`config.mk`:
```
export PLATFORM = sky130hd
export DESIGN_NAME = hbeg_bond_unit
export DESIGN_NICKNAME = d
export VERILOG_FILES = /design/src/hdl/hbeg_pkg.sv /design/src/hdl/hbeg_bond_unit.sv
export SDC_FILE = /design/constraint.sdc
export NUM_CORES = 2
export LEC_CHECK = 0
export BUFFER_PORTS_ARGS = -buffer_cell sky130_fd_sc_hd__buf_4
export CAP_MARGIN = 0
export CELL_PAD_IN_SITES_DETAIL_PLACEMENT = 0
export CELL_PAD_IN_SITES_GLOBAL_PLACEMENT = 1
export CORE_AREA = 2 2 401 403
export CTS_CLUSTER_SIZE = 12
export DETAILED_ROUTE_END_ITERATION = 16
export DIE_AREA = 0 0 403 405
export MAX_ROUTING_LAYER = met4
export PLACE_DENSITY_LB_ADDON = 0.1
export SETUP_SLACK_MARGIN = 0.1
export SLEW_MARGIN = 20
export SYNTH_ARGS = -nofsm -noshare
export SYNTH_HDL_FRONTEND = slang
export SYNTH_SLANG_ARGS = --single-unit
```
`constraint.sdc`:
```
create_clock -name clk -period 28.7 [get_ports clk]
set_clock_uncertainty 0.2 [all_clocks]
set_input_delay 5.74 -clock clk [delete_from_list [all_inputs] [get_ports clk]]
set_output_delay 5.74 -clock clk [all_outputs]
set_load 0.05 [all_outputs]
```
`src/hdl/hbeg_pkg.sv`:
```
// Package for the harmonic bond energy and gradient block.
// Holds the payload and position types, mode and register codes, and the state enums.
// It depends on nothing; every module in hdl/ imports it.
package hbeg_pkg;

	localparam int HBEG_MAX_ATOMS = 1024;
	localparam int IDX_W          = 10;
	localparam int CFG_IDX_W      = 1;
	localparam int CFG_DATA_W     = 32;

	localparam logic [1:0] MODE_LOAD  = 2'd0;
	localparam logic [1:0] MODE_BOND  = 2'd1;
	localparam logic [1:0] MODE_READ  = 2'd2;
	localparam logic [1:0] MODE_CLEAR = 2'd3;

	localparam logic [CFG_IDX_W-1:0] REG_AMPLITUDE   = 1'b0;
	localparam logic [CFG_IDX_W-1:0] REG_GRAD_ENABLE = 1'b1;

	localparam logic [31:0] AMPLITUDE_RESET = 32'h0001_0000;
	localparam logic [47:0] ENERGY_MAX      = 48'hFFFF_FFFF_FFFF;
	localparam logic signed [54:0] GRAD_HI  = 55'sd140737488355327;
	localparam logic signed [54:0] GRAD_LO  = -55'sd140737488355328;

	typedef struct packed {
		logic [1:0]         mode;
		logic [IDX_W-1:0]   atom_index;
		logic [IDX_W-1:0]   second_atom;
		logic signed [31:0] coord_x;
		logic signed [31:0] coord_y;
		logic signed [31:0] coord_z;
		logic [31:0]        rest_length;
		logic               last;
	} hbeg_in_t;

	typedef struct packed {
		logic [47:0]        energy;
		logic signed [47:0] grad_out_x;
		logic signed [47:0] grad_out_y;
		logic signed [47:0] grad_out_z;
		logic               done_res;
		logic               saturated;
	} hbeg_out_t;

	typedef struct packed {
		logic signed [31:0] x;
		logic signed [31:0] y;
		logic signed [31:0] z;
	} pos_t;

	typedef struct packed {
		logic signed [47:0] x;
		logic signed [47:0] y;
		logic signed [47:0] z;
	} grad_t;

	typedef struct packed {
		logic        start;
		pos_t        pos_i;
		pos_t        pos_j;
		logic [31:0] rest;
		logic [31:0] amp;
		logic        grad_en;
	} bond_req_t;

	typedef struct packed {
		logic               done;
		logic               grad_valid;
		logic [65:0]        term;
		logic signed [53:0] g_x;
		logic signed [53:0] g_y;
		logic signed [53:0] g_z;
	} bond_res_t;

	typedef enum logic [3:0] {
		T_CLEAR, T_IDLE, T_DECODE, T_RDG, T_RDI, T_RDJ, T_RUN, T_WAIT,
		T_GI_RD, T_GI_WR, T_GJ_RD, T_GJ_WR, T_FINISH
	} top_state_t;

	typedef enum logic [4:0] {
		B_IDLE, B_SQ, B_SQ_ACC, B_SQRT, B_T, B_TT, B_T2, B_EA, B_EB, B_EC,
		B_P, B_PW, B_DIV_INIT, B_DIV, B_G1, B_G2, B_G3, B_DONE
	} bond_state_t;

endpackage

```
`src/hdl/hbeg_bond_unit.sv`:
```
// Bond arithmetic for the harmonic bond block: distance, energy term and gradient terms.
// One shared multiplier and one shared compare-subtract unit run under a small sequencer.
// Depends on hbeg_pkg.
module hbeg_bond_unit
	import hbeg_pkg::*;
(
	input  logic      clk,
	input  logic      arst_n,
	input  bond_req_t req,
	output bond_res_t res
);

	bond_state_t state_q, state_d;

	logic [5:0]         cnt_q;
	logic [1:0]         k_q;
	logic [32:0]        mag_q [3];
	logic [2:0]         neg_q;
	logic [65:0]        sum_q;
	logic [36:0]        rem_q;
	logic [33:0]        root_q;
	logic [33:0]        t_q;
	logic               tneg_q;
	logic [49:0]        t2_q;
	logic [63:0]        acc_q;
	logic [65:0]        term_q;
	logic [49:0]        p_q;
	logic [31:0]        quo_q;
	logic               nbit_q;
	logic signed [53:0] g_q [3];
	logic               gvalid_q;
	logic [31:0]        amp_q;
	logic [31:0]        rest_q;
	logic               gen_q;
	logic [67:0]        prod_q;

	logic signed [31:0] pi [3];
	logic signed [31:0] pj [3];
	logic signed [32:0] dl [3];
	logic [32:0]        mag [3];
	logic [33:0]        op_a, op_b;
	logic [36:0]        sub_a, sub_b;
	logic [37:0]        diff;
	logic               ge;
	logic [81:0]        full;
	logic [51:0]        gmag;
	logic               tneg;

	always_comb begin
		pi[0] = req.pos_i.x;
		pi[1] = req.pos_i.y;
		pi[2] = req.pos_i.z;
		pj[0] = req.pos_j.x;
		pj[1] = req.pos_j.y;
		pj[2] = req.pos_j.z;
		for (int k = 0; k < 3; k++) begin
			dl[k]  = 33'(pi[k]) - 33'(pj[k]);
			mag[k] = dl[k][32] ? 33'(-dl[k]) : 33'(dl[k]);
		end
	end

	always_comb begin
		op_a  = '0;
		op_b  = '0;
		sub_a = '0;
		sub_b = '0;
		case (state_q)
			B_SQ: begin
				op_a = {1'b0, mag_q[k_q]};
				op_b = {1'b0, mag_q[k_q]};
			end
			B_TT: begin
				op_a = t_q;
				op_b = t_q;
			end
			B_EA: begin
				op_a = {2'b00, amp_q};
				op_b = {2'b00, t2_q[31:0]};
			end
			B_EB: begin
				op_a = {2'b00, amp_q};
				op_b = {16'b0, t2_q[49:32]};
			end
			B_P: begin
				op_a = {2'b00, amp_q};
				op_b = t_q;
			end
			B_G1: begin
				op_a = {2'b00, p_q[31:0]};
				op_b = {2'b00, quo_q};
			end
			B_G2: begin
				op_a = {16'b0, p_q[49:32]};
				op_b = {2'b00, quo_q};
			end
			B_SQRT: begin
				sub_a = {rem_q[34:0], sum_q[65:64]};
				sub_b = {1'b0, root_q, 2'b01};
			end
			B_DIV: begin
				sub_a = {2'b00, rem_q[33:0], nbit_q};
				sub_b = {3'b000, root_q};
			end
			default: begin
			end
		endcase
		diff = {1'b0, sub_a} - {1'b0, sub_b};
		ge   = !diff[37];
		full = {18'b0, acc_q} + {prod_q[49:0], 32'b0};
		gmag = full[81:30];
		tneg = root_q < {2'b00, rest_q};
	end

	always_comb begin
		state_d = state_q;
		case (state_q)
			B_IDLE:     if (req.start) state_d = B_SQ;
			B_SQ:       state_d = B_SQ_ACC;
			B_SQ_ACC:   state_d = (k_q == 2'd2) ? B_SQRT : B_SQ;
			B_SQRT:     if (cnt_q == '0) state_d = B_T;
			B_T:        state_d = B_TT;
			B_TT:       state_d = B_T2;
			B_T2:       state_d = B_EA;
			B_EA:       state_d = B_EB;
			B_EB:       state_d = B_EC;
			B_EC:       state_d = (gen_q && root_q != '0) ? B_P : B_DONE;
			B_P:        state_d = B_PW;
			B_PW:       state_d = B_DIV_INIT;
			B_DIV_INIT: state_d = B_DIV;
			B_DIV:      if (cnt_q == '0) state_d = B_G1;
			B_G1:       state_d = B_G2;
			B_G2:       state_d = B_G3;
			B_G3:       state_d = (k_q == 2'd2) ? B_DONE : B_DIV_INIT;
			B_DONE:     state_d = B_IDLE;
			default:    state_d = B_IDLE;
		endcase
	end

	always_comb begin
		res.done       = (state_q == B_DONE);
		res.grad_valid = gvalid_q;
		res.term       = term_q;
		res.g_x        = g_q[0];
		res.g_y        = g_q[1];
		res.g_z        = g_q[2];
	end

	always_ff @(posedge clk or negedge arst_n) begin
		if (!arst_n) begin
			state_q <= B_IDLE;
		end else begin
			state_q <= state_d;
		end
	end

	always_ff @(posedge clk) begin
		prod_q <= op_a * op_b;
		case (state_q)
			B_IDLE: begin
				if (req.start) begin
					for (int k = 0; k < 3; k++) begin
						mag_q[k] <= mag[k];
						neg_q[k] <= dl[k][32];
					end
					amp_q  <= req.amp;
					rest_q <= req.rest;
					gen_q  <= req.grad_en;
					sum_q  <= '0;
					k_q    <= '0;
				end
			end
			B_SQ_ACC: begin
				sum_q <= sum_q + prod_q[65:0];
				if (k_q == 2'd2) begin
					rem_q  <= '0;
					root_q <= '0;
					cnt_q  <= 6'd32;
					k_q    <= '0;
				end else begin
					k_q <= k_q + 2'd1;
				end
			end
			B_SQRT: begin
				rem_q  <= ge ? diff[36:0] : sub_a;
				root_q <= {root_q[32:0], ge};
				sum_q  <= {sum_q[63:0], 2'b00};
				cnt_q  <= cnt_q - 6'd1;
			end
			B_T: begin
				tneg_q <= tneg;
				t_q    <= tneg ? ({2'b00, rest_q} - root_q) : (root_q - {2'b00, rest_q});
			end
			B_T2: t2_q <= prod_q[65:16];
			B_EB: acc_q <= prod_q[63:0];
			B_EC: begin
				term_q   <= full[81:16];
				gvalid_q <= gen_q && (root_q != '0);
			end
			B_PW: p_q <= prod_q[65:16];
			B_DIV_INIT: begin
				rem_q  <= {5'b0, mag_q[k_q][32:1]};
				nbit_q <= mag_q[k_q][0];
				quo_q  <= '0;
				cnt_q  <= 6'd31;
			end
			B_DIV: begin
				rem_q  <= ge ? diff[36:0] : sub_a;
				quo_q  <= {quo_q[30:0], ge};
				nbit_q <= 1'b0;
				cnt_q  <= cnt_q - 6'd1;
			end
			B_G2: acc_q <= prod_q[63:0];
			B_G3: begin
				g_q[k_q] <= (tneg_q ^ neg_q[k_q]) ? -54'(gmag) : 54'(gmag);
				k_q      <= k_q + 2'd1;
			end
			default: begin
			end
		endcase
	end

endmodule

```
## After elaboration in Yosys (flattened, before gate mapping)

Memory sizes are Yosys's and may differ from the RTL's. A register that Yosys moved wholly into a read port is not among the register bits.
Index checks and enable logic that the tools add are counted.

- Memories: 2
- Bits in registers: 581
- Word-level logic and storage cells: 121
- Memory bits (writable): 261

Memories:

| name | words | width | read ports | clocked after Yosys merged registers in | write ports | line | RTL |
|---|---|---|---|---|---|---|---|
| g_q | 3 | 54 | 3 | 0 | 1 | hbeg_bond_unit.sv:30 | `logic signed [53:0] g_q [3];` |
| mag_q | 3 | 33 | 1 | 1 | 3 | hbeg_bond_unit.sv:17 | `logic [32:0] mag_q [3];` |

- Magnitude comparators: 2
- Multiplexer cells: 38
- Reductions and logical operators: 21
- $add $sub $neg: 14
- Multipliers: 1
- Bitwise logic cells: 1
- Eq/ne operators: 22

Operators by type and width:

| operator | number |
|---|---|
| $pmux W34 S5 | 2 |
| $pmux W66 S3 | 1 |
| $pmux W35 S3 | 1 |
| $mux W33 | 3 |
| $neg A33 Y33 | 3 |
| $sub A32 B32 Y33 | 3 |
| $pmux W5 S17 | 1 |
| $add A64 B82 Y82 | 1 |
| $pmux W37 S2 | 1 |
| $pmux W36 S2 | 1 |
| $mux W35 | 2 |
| $mux W34 | 2 |
| $pmux W34 S2 | 1 |
| $add A66 B66 Y66 | 1 |
| $mul A34 B34 Y66 | 1 |
| $mux W66 | 1 |
| $pmux W32 S2 | 1 |
| $mux W54 | 1 |
| $neg A52 Y54 | 1 |
| $eq A5 B4 Y1 const B | 8 |
| $sub A37 B36 Y38 | 1 |
| $lt A34 B32 Y1 | 1 |
| $reduce_bool A34 Y1 | 1 |
| $sub A32 B34 Y34 | 1 |
| 29 further kinds | 59 |

## Logic depth before layout (Yosys ltp)

- Word-level depth: 5
- Mapped depth: 40
- Mapped depth without buffers: 35

## Worst setup path before layout

No wires, ideal clock.

- Kind: input to register
- Start point: in req[257] (netlist name)
- End point: reg sum_q[0], enable pin
- Arrival time: 11,099 ps
- Cell stages on the path: 2
- Library setup time: 423 ps
- Slack: 16,978 ps
- Buffers on the path: 0
- Path through: and3_1 > a21o_1

- Word-level cells in the longest chain between the ends: 2

RTL lines:

| what | line | RTL |
|---|---|---|
| from (decl) | hbeg_bond_unit.sv:9 | `input bond_req_t req,` |
| $ne A2 B2 Y1 (no line) | - |  |
| $reduce_and A2 Y1 (no line) | - |  |
| to (signal assigned) | hbeg_bond_unit.sv:173 | `sum_q <= sum_q + prod_q[65:0];` |
| to (signal assigned) | hbeg_bond_unit.sv:186 | `sum_q <= {sum_q[63:0], 2'b00};` |
| to (decl) | hbeg_bond_unit.sv:19 | `logic [65:0] sum_q;` |

No other way between the ends.
A chain may end at the register's enable or synchronous reset.

## Final worst setup path

- Start point: reg state_q[4]
- End point: reg prod_q[60]

- Word-level cells in the longest chain between the ends: 4
- Elaborated cells between the ends (all ways): 13

RTL lines:

| what | line | RTL |
|---|---|---|
| from (decl) | hbeg_bond_unit.sv:13 | `bond_state_t state_q, state_d;` |
| from (signal assigned) | hbeg_bond_unit.sv:152 | `state_q <= state_d;` |
| $eq A5 B4 Y1 or $eq A5 B3 Y1 (tied branches) | hbeg_bond_unit.sv:67 | `case (state_q)` |
| $reduce_or A3 Y1 (no line) or $reduce_or A2 Y1 (tied branches) | - |  |
| $pmux W34 S5 | hbeg_bond_unit.sv:67 |  |
| $mul A34 B34 Y66 * | hbeg_bond_unit.sv:157 | `prod_q <= op_a * op_b;` |
| to (signal assigned) | hbeg_bond_unit.sv:157 |  |
| to (decl) | hbeg_bond_unit.sv:35 | `logic [67:0] prod_q;` |

Every way passes the cells marked *; elsewhere a longest branch is shown, timed or not.

==> results.toml <==
[place]
post-place-cells = 11200
port_buffers = 489
dp.final_hpwl_mm = 229
gp_congestion = 0.987
dp_worst_setup_slack_ns = 17.76

[critical_path]
worstReg2RegEnd = "prod_q[60]$_DFF_P_"
crit_top_cell = "fa_1"
setup.worst_path.end = "prod_q[60]$_DFF_P_"
r2r-start = "state_q[4]$_DFFE_PN0P_"
critPathSlowestCell = "dfrtp_1"
start_kind = "flip-flop"
end_kind = "flip-flop"
critPathMaxStageDelay_ns = 0.78
arrival_ns = 11.40
reg2reg_slack_ns = 17.69
crit_start = "state_q[4]$_DFFE_PN0P_"
crit_required_ns = 29.10
rr_worst_depth = 31
crit_fanout = 19
critical_path_class = "reg -> reg"

[grt]
grt_usage_pct = 36.8
grt_pass1_vias = 68100
grt_first_pass_wirelength_mm = 432
antenna_found_initial = 23
grt_overflow = 0
grt_max_degree = 75

[logic_synthesis]
synth_fp_nets = 10800
synth_area_per_cell_um2 = 9.59
synthCells = 8894
yosysSeqAreaShare_pct = 28.3
ys_warn_count = 0
synth_area_mm2 = 0.0853
synth-edff-count = 755
synth_flop_cell = "edfxtp_1"
synth_seq_cells = 828
ys_types = 109
ys_async_sr_fraction_pct = 0.604

[routing]
wl_per_cell_um = 25.8
drc_errors = 0
postRouteAntennaNets = 0
vias = 68100
wl_mm = 294
dr.pass1.iters = 9
drtIter0Drc = 6440
vias_per_cell = 5.97

[die]
die_x_um = 403
die_area_mm2 = 0.163
ioPinCount = 490
rows = 147
die_y_um = 405
core_region_area_mm2 = 0.159
start_util_pct = 53.5

[run]
cap_violations = 0

[timing]
hold_violations = 0
worst_pin_slew_ns = 1.17
setup-tns-final_ns = 0
finalCritPeriodShare_pct = 38.4
relSlewSlack_pct = 22.1
rsz0062_at_grt = "no"
drv_slew = 0
setup_viol = 0
hold_ws_ns = 0.219
finalCriticalPeriod_ns = 11.01
worst_slack_ns = 17.69
max_freq_mhz = 90.9

[layout]
n_fill_cell = 14000
syn2layout_area_growth_pct = 10.7
fin_nets = 11100
stdcell_count = 11400
final_common_cell = "inv_1"
mostFrequentLayoutCells = "inv_1 (1,326), nand2_1 (1,086), fa_1 (1,027)"
drive_gt1_share_pct = 9.95

[clock_network]
root_buffer = "clkbuf_16"
clkLatencyLatePin_ns = 0.74
cts_sinks = 828
h-tree-depth = 3
cts_buffers = 88
cts_resized = 0
clk_pin_slew_ns = 0.06
ctsHoldBuffers = 0
post-cts-setup-buffers = 0
clockBufferDepth = 3
cts_tree = "done"

[pwr]
p_leak_uw = 0.0419
power_density_mw_per_mm2 = 65.6
ir_drop_mv = 0.0565

[worst_hold_path]
hold_path.class = "reg -> reg"
whs_path_depth = 0

[outcome]
status = "complete, no violations"
-- metal layers --
layer | up-vias | track usage (%) | wire length, µm
li1 | 30300 | - | -
met5 | - | - | 0
met3 | 703 | 7.83 | 26700
met4 | 0 | 15.6 | 15100
met2 | 3141 | 58.7 | 138000
met1 | 34000 | 45.4 | 114000
-- state kept, by name, indices dropped and copies added (netlist names), 6 cells and up, named ones only --
signal / cells
g_q: 162
mag_q: 99
prod_q: 66
sum_q: 66
term_q: 66
p_q: 50
t2_q: 50
acc_q: 48
rem_q: 35
root_q: 34
t_q: 34
amp_q: 32
quo_q: 32
rest_q: 32
cnt_q: 6
-- cells by family (layout without fill, tap and decap cells) --
group                      after synthesis  count (layout)  share of synthesized area [%]
other                                    0              17                              0
DFF                                    828             828                           28.3
and+or+nand+nor                       2510            2510                           13.0
xor gates and xnor gates               429             429                           4.41
adders and majority gates             1599            1599                           32.5
AOI/OAI and AO/OA                     1718            1718                           13.1
buffers and inverters                 1723            2137                           7.62
muxes                                   87              87                           1.03
-- synthesized netlist by cell type, drive strengths merged (89+ instances only) --
library cell,number,area (µm²)
a21o,194,1460
xnor2,270,2360
nor2,767,2900
xor2,159,1390
o21ai,368,1850
clkbuf,362,1360
ha,572,7160
nor3,89,467
and2,103,644
inv,1327,4980
fa,1027,20600
a21oi,525,2650
edfxtp,755,22700
nand2,1089,4100
-- power breakdown --
group / total (µW) / switching, µW / internal, µW
clock network: 1090 / 497 / 596
registers: 1640 / 121 / 1520
logic: 3460 / 2240 / 1220
-- layout make-up --
type | count | area, µm² | area share, %
multi-input combinational | 6343 | 55000 | 58.2
sequential | 828 | 24200 | 25.6
inverter | 1327 | 4980 | 5.28
timing repair buffer | 658 | 4940 | 5.23
tap | 2086 | 2610 | 2.76
clock buffer | 120 | 2390 | 2.54
clock inverter | 32 | 299 | 0.317
antenna | 17 | 42.5 | 0.0451
-- worst max-delay path, delay by kind of cell, from the launching register on --
family | cells | cell delay, ns
compound gates | 7 | 2.64
xor+xnor | 1 | 0.14
fa+ha+maj | 9 | 4.40
buf+inv | 5 | 0.44
flops | 1 | 0.78
simple gates | 9 | 2.27
-- worst min path at each step --
stage | startpoint | slack (ns) | endpoint
2_1_floorplan | acc_q[16]$_DFFE_PP_ | 0.20 | term_q[0]$_DFFE_PN_
3_3_place_gp | acc_q[28]$_DFFE_PP_ | 0.20 | term_q[12]$_DFFE_PN_
3_5_place_dp | acc_q[17]$_DFFE_PP_ | 0.20 | term_q[1]$_DFFE_PN_
4_1_cts | acc_q[23]$_DFFE_PP_ | 0.22 | term_q[7]$_DFFE_PN_
5_1_grt | acc_q[17]$_DFFE_PP_ | 0.23 | term_q[1]$_DFFE_PN_
6_report | acc_q[17]$_DFFE_PP_ | 0.22 | term_q[1]$_DFFE_PN_
-- stage by stage --
stage | instance area, µm² | util, % | total power (µW)
5_1_grt | 94400 | 59.3 | 6550
3_3_place_gp | 91700 | 57.6 | 5030
3_5_place_dp | 91700 | 57.6 | 5070
4_1_cts | 94400 | 59.2 | 6170
2_1_floorplan | 85300 | - | 3850
6_report | 94400 | 59.3 | 6190
No activity file was read; power rests on OpenSTA's default activity.
